<file path="src/design/m3i_pkg.sv">
package m3i_pkg;

    localparam int ELEM_W = 32;
    localparam int N_ELEM = 9;
    localparam int ADJ_W  = 64;
    localparam int LO_W   = 65;
    localparam int PROD_W = 96;
    localparam int DET_W  = 98;
    localparam int QB     = 33;
    localparam int CFG_W  = 48;

    // Pipeline stage positions.
    localparam int ST_COF0 = 0;
    localparam int ST_COF1 = 1;
    localparam int ST_DET0 = 2;
    localparam int ST_PREP = 5;
    localparam int ST_DIV  = 6;
    localparam int ST_FIN  = ST_DIV + QB;
    localparam int NS      = ST_FIN + 1;

    typedef logic signed [ELEM_W-1:0] elem_t;
    typedef elem_t [N_ELEM-1:0] mat_t;
    typedef logic signed [ADJ_W-1:0] adj_t;
    typedef adj_t [N_ELEM-1:0] adjm_t;

    // Cofactor k is a[P]*a[Q] - a[R]*a[S].
    localparam logic [3:0] COF_P [N_ELEM] = '{4'd4, 4'd2, 4'd1, 4'd5, 4'd0, 4'd2, 4'd3, 4'd1, 4'd0};
    localparam logic [3:0] COF_Q [N_ELEM] = '{4'd8, 4'd7, 4'd5, 4'd6, 4'd8, 4'd3, 4'd7, 4'd6, 4'd4};
    localparam logic [3:0] COF_R [N_ELEM] = '{4'd5, 4'd1, 4'd2, 4'd3, 4'd2, 4'd0, 4'd4, 4'd0, 4'd1};
    localparam logic [3:0] COF_S [N_ELEM] = '{4'd7, 4'd8, 4'd4, 4'd8, 4'd6, 4'd5, 4'd6, 4'd7, 4'd3};

    typedef struct packed {
        logic [DET_W-1:0] rem;
        logic [QB-1:0]    bits;
        logic [QB-1:0]    quo;
        logic             neg;
        logic             ovf;
    } lane_t;

    typedef struct packed {
        lane_t [N_ELEM-1:0] lane;
        logic [DET_W-1:0]   den;
        logic               singular;
    } div_t;

endpackage

</file>
<file path="src/design/m3i_finish.sv">
module m3i_finish #(
    parameter int FRAC_BITS = 16
)
(
    input  logic          clk,
    input  logic          en,
    input  m3i_pkg::div_t d_in,
    output m3i_pkg::mat_t r,
    output logic          singular,
    output logic          saturated
);

    localparam int QW = m3i_pkg::QB + 1;
    localparam logic [QW-1:0] LIM_POS = QW'(32'h7FFF_FFFF);
    localparam logic [QW-1:0] LIM_NEG = QW'(32'h8000_0000);
    localparam logic [m3i_pkg::ELEM_W-1:0] ONE = m3i_pkg::ELEM_W'(1) << FRAC_BITS;

    logic [QW-1:0]             q     [m3i_pkg::N_ELEM];
    logic [QW-1:0]             lim   [m3i_pkg::N_ELEM];
    logic [QW-1:0]             val   [m3i_pkg::N_ELEM];
    logic                      up    [m3i_pkg::N_ELEM];
    logic                      clamp [m3i_pkg::N_ELEM];
    logic [m3i_pkg::ELEM_W-1:0] res  [m3i_pkg::N_ELEM];
    m3i_pkg::mat_t             r_next, r_reg;
    logic                      sat_next, sat_reg, sing_reg;

    always_comb
    begin
        sat_next = 1'b0;
        for (int k = 0; k < m3i_pkg::N_ELEM; k++)
        begin
            // Round half away from zero on the magnitude.
            up[k]    = {d_in.lane[k].rem, 1'b0} >= {1'b0, d_in.den};
            q[k]     = {1'b0, d_in.lane[k].quo} + QW'(up[k]);
            lim[k]   = d_in.lane[k].neg ? LIM_NEG : LIM_POS;
            clamp[k] = d_in.lane[k].ovf || (q[k] > lim[k]);
            val[k]   = clamp[k] ? lim[k] : q[k];
            res[k]   = d_in.lane[k].neg ? (~val[k][m3i_pkg::ELEM_W-1:0] + 1'b1)
                                        : val[k][m3i_pkg::ELEM_W-1:0];
            sat_next = sat_next | clamp[k];
            if (d_in.singular)
            begin
                r_next[k] = (k % 4 == 0) ? ONE : '0;
            end
            else
            begin
                r_next[k] = res[k];
            end
        end
        if (d_in.singular)
        begin
            sat_next = 1'b0;
        end
    end

    always_ff @(posedge clk)
    begin
        if (en)
        begin
            r_reg    <= r_next;
            sat_reg  <= sat_next;
            sing_reg <= d_in.singular;
        end
    end

    assign r         = r_reg;
    assign singular  = sing_reg;
    assign saturated = sat_reg;

endmodule

</file>
<file path="config.mk">
export PLATFORM = sky130hd
export DESIGN_NAME = m3i_finish
export DESIGN_NICKNAME = d
export VERILOG_FILES = /design/src/design/m3i_pkg.sv /design/src/design/m3i_finish.sv
export SDC_FILE = /design/constraint.sdc
export NUM_CORES = 2
export LEC_CHECK = 0
export BUFFER_PORTS_ARGS = -buffer_cell sky130_fd_sc_hd__clkbuf_2
export CAP_MARGIN = 20
export CORE_AREA = 2 2 725 727
export DETAILED_ROUTE_END_ITERATION = 8
export DIE_AREA = 0 0 727 729
export SYNTH_ARGS = -nofsm -noshare
export SYNTH_HDL_FRONTEND = slang
export SYNTH_SLANG_ARGS = --single-unit
</file>
<file path="constraint.sdc">
create_clock -name clk -period 21.4 [get_ports clk]
set_input_delay 3.21 -clock clk [delete_from_list [all_inputs] [get_ports clk]]
set_output_delay 3.21 -clock clk [all_outputs]
set_load 0.005 [all_outputs]
</file>
After elaboration in Yosys (flattened, before gate mapping)
Cells that the tools add are included.
{ "totals": {"latch_bits": 0, "regBits": 290, "ramBits": 0, "elab_cells": 100, "inputBits": 1595, "mem_count": 0, "mem_bits_ro": 0, "out_inout_bits": 290} }
{ "classes": {"n_mux": 27, "n_bitwise": 17, "n_shift": 0, "n_reduce_logical": 9, "magnitude_cmp": 18, "add_sub_neg": 18, "multipliers": 0, "div_mod_pow": 0, "eq_ne": 0} }
{ "ops": {"columns": ["cell", "count"], "rows": [
  ["99-bit by 98-bit greater-or-equal comparator with 1-bit output", 9],
  ["32-bit 2-to-1 mux", 27],
  ["33-bit by 1-bit adder with 34-bit output", 9],
  ["34-bit by 32-bit > comparator with 1-bit output", 9],
  ["32-bit by 1-bit adder with 32-bit output (second input constant)", 9],
  ["32-bit inverter", 9],
  ["1-bit logical OR", 9],
  ["1-bit OR", 8]
]} }

Depth between registers and ports, before layout
{ "depth": {"ltp_word": 12, "mapped_depth": 41, "ltp_nobuf": 38} }

Worst setup path before layout
OpenSTA, ideal clock, no wires.
{ "synth_path": {"kind": "input to register", "startpoint": "in d_in[67] (netlist name)", "endpoint": "reg r_reg, in the netlist r[24] (data pin)", "setup_time_ps": 207, "t_arrival_ps": 10995, "n_path_buf": 2, "path_stages": 37, "slack_ps": 10198, "t_required_ps": 21193, "cell_sequence": "inv_1 > ha_1 > nand4_1 > nor2_1 > nand4_1 > nor2_1 > nand3_1 > or4_1 > o21ai_0 > a2111oi_0 > o211ai_1 > ha_1 > nand4_1 > or2_2 > or4_1 > nor2_1 > xnor2_1 > inv_1 > ha_1 > a21o_1 > a21o_1 > a21oi_1 > o21ai_0 > or3_1 > o21a_1 > clkbuf_1 > o21ai_0 > ha_1 > clkbuf_1 > nand2_1 > nor3_1 > nand4bb_1 > nor3_1 > nand2_1 > a2111oi_0 > o21ai_0 > a2111oi_0"} }
{ "synth_between": {"elab_chain_cells": 8} }
{ "synth_lines": {"columns": ["item", "line", "rtl"], "rows": [
  ["start: declaration", "m3i_finish.sv:7", "input m3i_pkg::div_t d_in,"],
  ["99-bit by 98-bit greater-or-equal comparator with 1-bit output (*)", "m3i_finish.sv:33", "up[k] = {d_in.lane[k].rem, 1'b0} >= {1'b0, d_in.den};"],
  ["33-bit by 1-bit adder with 34-bit output (*)", "m3i_finish.sv:34", "q[k] = {1'b0, d_in.lane[k].quo} + QW'(up[k]);"],
  ["34-bit by 32-bit > comparator with 1-bit output", "m3i_finish.sv:36", "clamp[k] = d_in.lane[k].ovf || (q[k] > lim[k]);"],
  ["1-bit logical OR", "m3i_finish.sv:36", null],
  ["32-bit 2-to-1 mux (*)", "m3i_finish.sv:37", "val[k] = clamp[k] ? lim[k] : q[k];"],
  ["32-bit inverter", "m3i_finish.sv:38", "res[k] = d_in.lane[k].neg ? (~val[k][m3i_pkg::ELEM_W-1:0] + 1'b1)"],
  ["32-bit by 1-bit adder with 32-bit output", "m3i_finish.sv:38", null],
  ["32-bit 2-to-1 mux (*)", "m3i_finish.sv:38", null],
  ["end signal: assignment", "m3i_finish.sv:60", "r_reg <= r_next;"],
  ["end: declaration", "m3i_finish.sv:24", "m3i_pkg::mat_t r_next, r_reg;"]
]} }
Every way passes the cells marked *; elsewhere a longest branch is shown, timed or not.
A chain may end at the register's enable or synchronous reset.

Worst setup path in the final report
{ "layout_path": {"startpoint": "in d_in[59] (netlist name)", "endpoint": "reg r_reg, in the netlist r[286] (data pin)"} }
Same word-level chain as after synthesis.

==> key figures <==
Synthesis
  • Yosys top cell by area: ha_1
  • Ys async rst share: 0
  • Top post-synthesis cells by area: ha_1, edfxtp_1, a21oi_1
  • Syn nets: 9,466
  • Post-synth top area share: 0.278
  • Avg Cell Area, Syn: 8.01 sq um
  • Yosys warnings: 0
  • Post-synthesis register bit count: 290
  • Top-count cell post-synth: ha_1
  • Main synth FF type: edfxtp_1
  • Post-synthesis cell count: 6,683
  • Synth Area in XOR/XNOR: 0.0510
  • Simple-gate share of the synthesized area: 0.232
  • Post-synthesis mux area share: 0.0181
  • Seq/Total Area, Yosys: 0.163
  • Synth Area in Adders: 0.278
  • EDFF count, synth: 290
  • Synth Area in Compound Gates: 0.218
  • Post-synth top cells: ha_1, a21oi_1, nor2_1
  • Main combinational cell family by area after synthesis: adder cells
  • Post-Syn Area: 53,500 sq um
  • Unique masters post-synth: 92

Run
  • Maxcap violations: 0

CTS
  • Post-CTS Setup Bufs: 0
  • Post-cts resize count: 0
  • Clock buffer depth: 3
  • TritonCTS buffer count: 37
  • H-tree levels: 2
  • Clk sink count: 290
  • # hold bufs at CTS: 0
  • Root Buffer: clkbuf_16
  • Clock-pin slew on the worst setup and hold paths: 70 ps
  • CTS tree: built

Cells and area
  • Area grow syn2layout: 35.9%
  • Final core occ: 0.139
  • Max reg flops: 288
  • Layout Nets: 11,100
  • Number of fill cells in the layout: 60,300
  • Layout cell share with drive strength beyond 1: 0.235

Setup path
  • Crit start category: input pin
  • Slowest stage delay, CP: 840 ps
  • Slowest CP cell: nor4_1
  • Critical path capture point type: register
  • Cell mode on critical path: ha_1
  • Crit path max-delay family: simple AND/OR/NAND/NOR gates
  • Critical path fanouts, max: 72
  • Signal arrival time at the worst endpoint: 14,760 ps
  • Buf+Inv Stages, Crit Path: 5
  • Critical path data required time: 21,680 ps
  • WS Path Type: input pin to register

GRT
  • Pin count of the biggest net entering global routing: 103
  • All-Layer GR Usage: 0.150
  • Antenna violations before repair: 211
  • Gr ovfl total: 0
  • Vias in the first global route: 58,300
  • First-pass GRT wire length: 534,000 um

Drt
  • Drt pass-1 iters: 6
  • Vias: 61,300
  • DRC Markers: 0
  • Vias/cell: 3.96
  • Routed WL per cell: 26.9 um
  • 1st-iter DRT viols: 4,956
  • Final ANT Viol Nets: 0
  • Overall routed net length: 416,000 um

Pwr
  • PwrDens: 37.3 nW/um^2
  • Psw: 0.00119 W
  • Sw Share: 0.437
  • Power share of the sequential group: 0.267
  • Clk network pwr share: 0.251
  • Comb power frac: 0.482
  • VDD IR max: 40.9 uV
  • Cell-internal power: 0.00153 W
  • P_leak: 31.8 nW

Place
  • Routability cong.: 0.952
  • Detailed placement HPWL: 373,000 um
  • Number of port buffers: 1,587

STA
  • Slew margin rel.: 0.178
  • RSZ-0062 raised after global routing: no
  • Setup tns final: 0 ps
  • Max-slew violations: 0
  • Count of final hold-check violations: 0
  • Min Tclk post-route: 14,480 ps
  • Worst-Margin Slew: 1220 ps
  • Max frequency: 69.1 MHz
  • Period utilization: 0.677
  • Final setup viols: 0

Die
  • Row Count: 266
  • Die area: 530,000 sq um
  • DIE WIDTH: 727 um
  • Core ar.: 523,000 sq um
  • Initial Utilization: 0.102
  • DIE HEIGHT: 729 um
  • I/O pin cnt: 1,885

Status
  • Status: finished clean

Worst hold path
  • Min-delay worst type: input pin to register
-- kinds of logic after synthesis --
group / Yosys count
adders and majority gates: 1188
AOI/OAI and AO/OA: 1853
buffers and inverters: 562
muxes: 94
and+or+nand+nor: 2385
xor gates and xnor gates: 311
DFF: 290
-- through the flow --
step	total power, W	cell area, sq um	hold WS, ps	cells	worst slack (ps)
floorplan	0.00134	53500	3310	6683	10200
global placement	0.00205	71100	3610	15200	6380
detailed placement	0.00206	71100	3610	15200	6340
CTS	0.00277	72400	3030	15300	7030
global route	0.00290	72600	3060	15400	6230
finish	0.00272	72700	3060	15500	6920
-- power by group through the flow --
| stage | logic (W) | clock network, W | registers [W] |
|---|---|---|---|
| floorplan | 0.000621 | 0 | 0.000722 |
| global placement | 0.00131 | 0 | 0.000738 |
| detailed placement | 0.00132 | 0 | 0.000738 |
| CTS | 0.00133 | 0.000709 | 0.000727 |
| global route | 0.00145 | 0.000721 | 0.000729 |
| finish | 0.00131 | 0.000683 | 0.000724 |
-- worst paths after layout --
kind / from / to / slack, ps / cells past startpoint
max: d_in[59] / r[286] / 6920 / 37
min: en / r[67] / 3060 / 1
-- metal layers --
metal,routed length [um],share of wire,up-vias,track usage
met5,379,0.00091,-,0
met4,27900,0.067,56,0.0871
met3,30500,0.073,589,0.0364
met2,205000,0.49,2637,0.266
met1,152000,0.37,28900,0.161
li1,-,-,29000,-
-- layout by cell type, fill, tap and decap left out, drive strengths merged, types with 176 or more instances in the layout --
cell type,Yosys,final
inv,360,363
xnor2,176,176
a21oi,666,666
nor2,481,481
buf,35,195
edfxtp,290,290
nor3,185,185
a21o,316,316
nand4,341,341
clkbuf,163,1625
ha,1188,1188
nand2,439,439
o21ai,343,343
nand3,305,305
-- final cells by class --
type	count	area [sq um]	share of cell area
Multi-Input combinational cell	5831	42900	0.590
Timing Repair Buffer	1779	9410	0.129
Tap cell	6968	8720	0.120
Sequential cell	290	8710	0.120
Inverter	364	1370	0.0188
Clock buffer	41	962	0.0132
Antenna cell	156	390	0.00537
Clock inverter	27	295	0.00406
(Power assumes the default switching activity.)
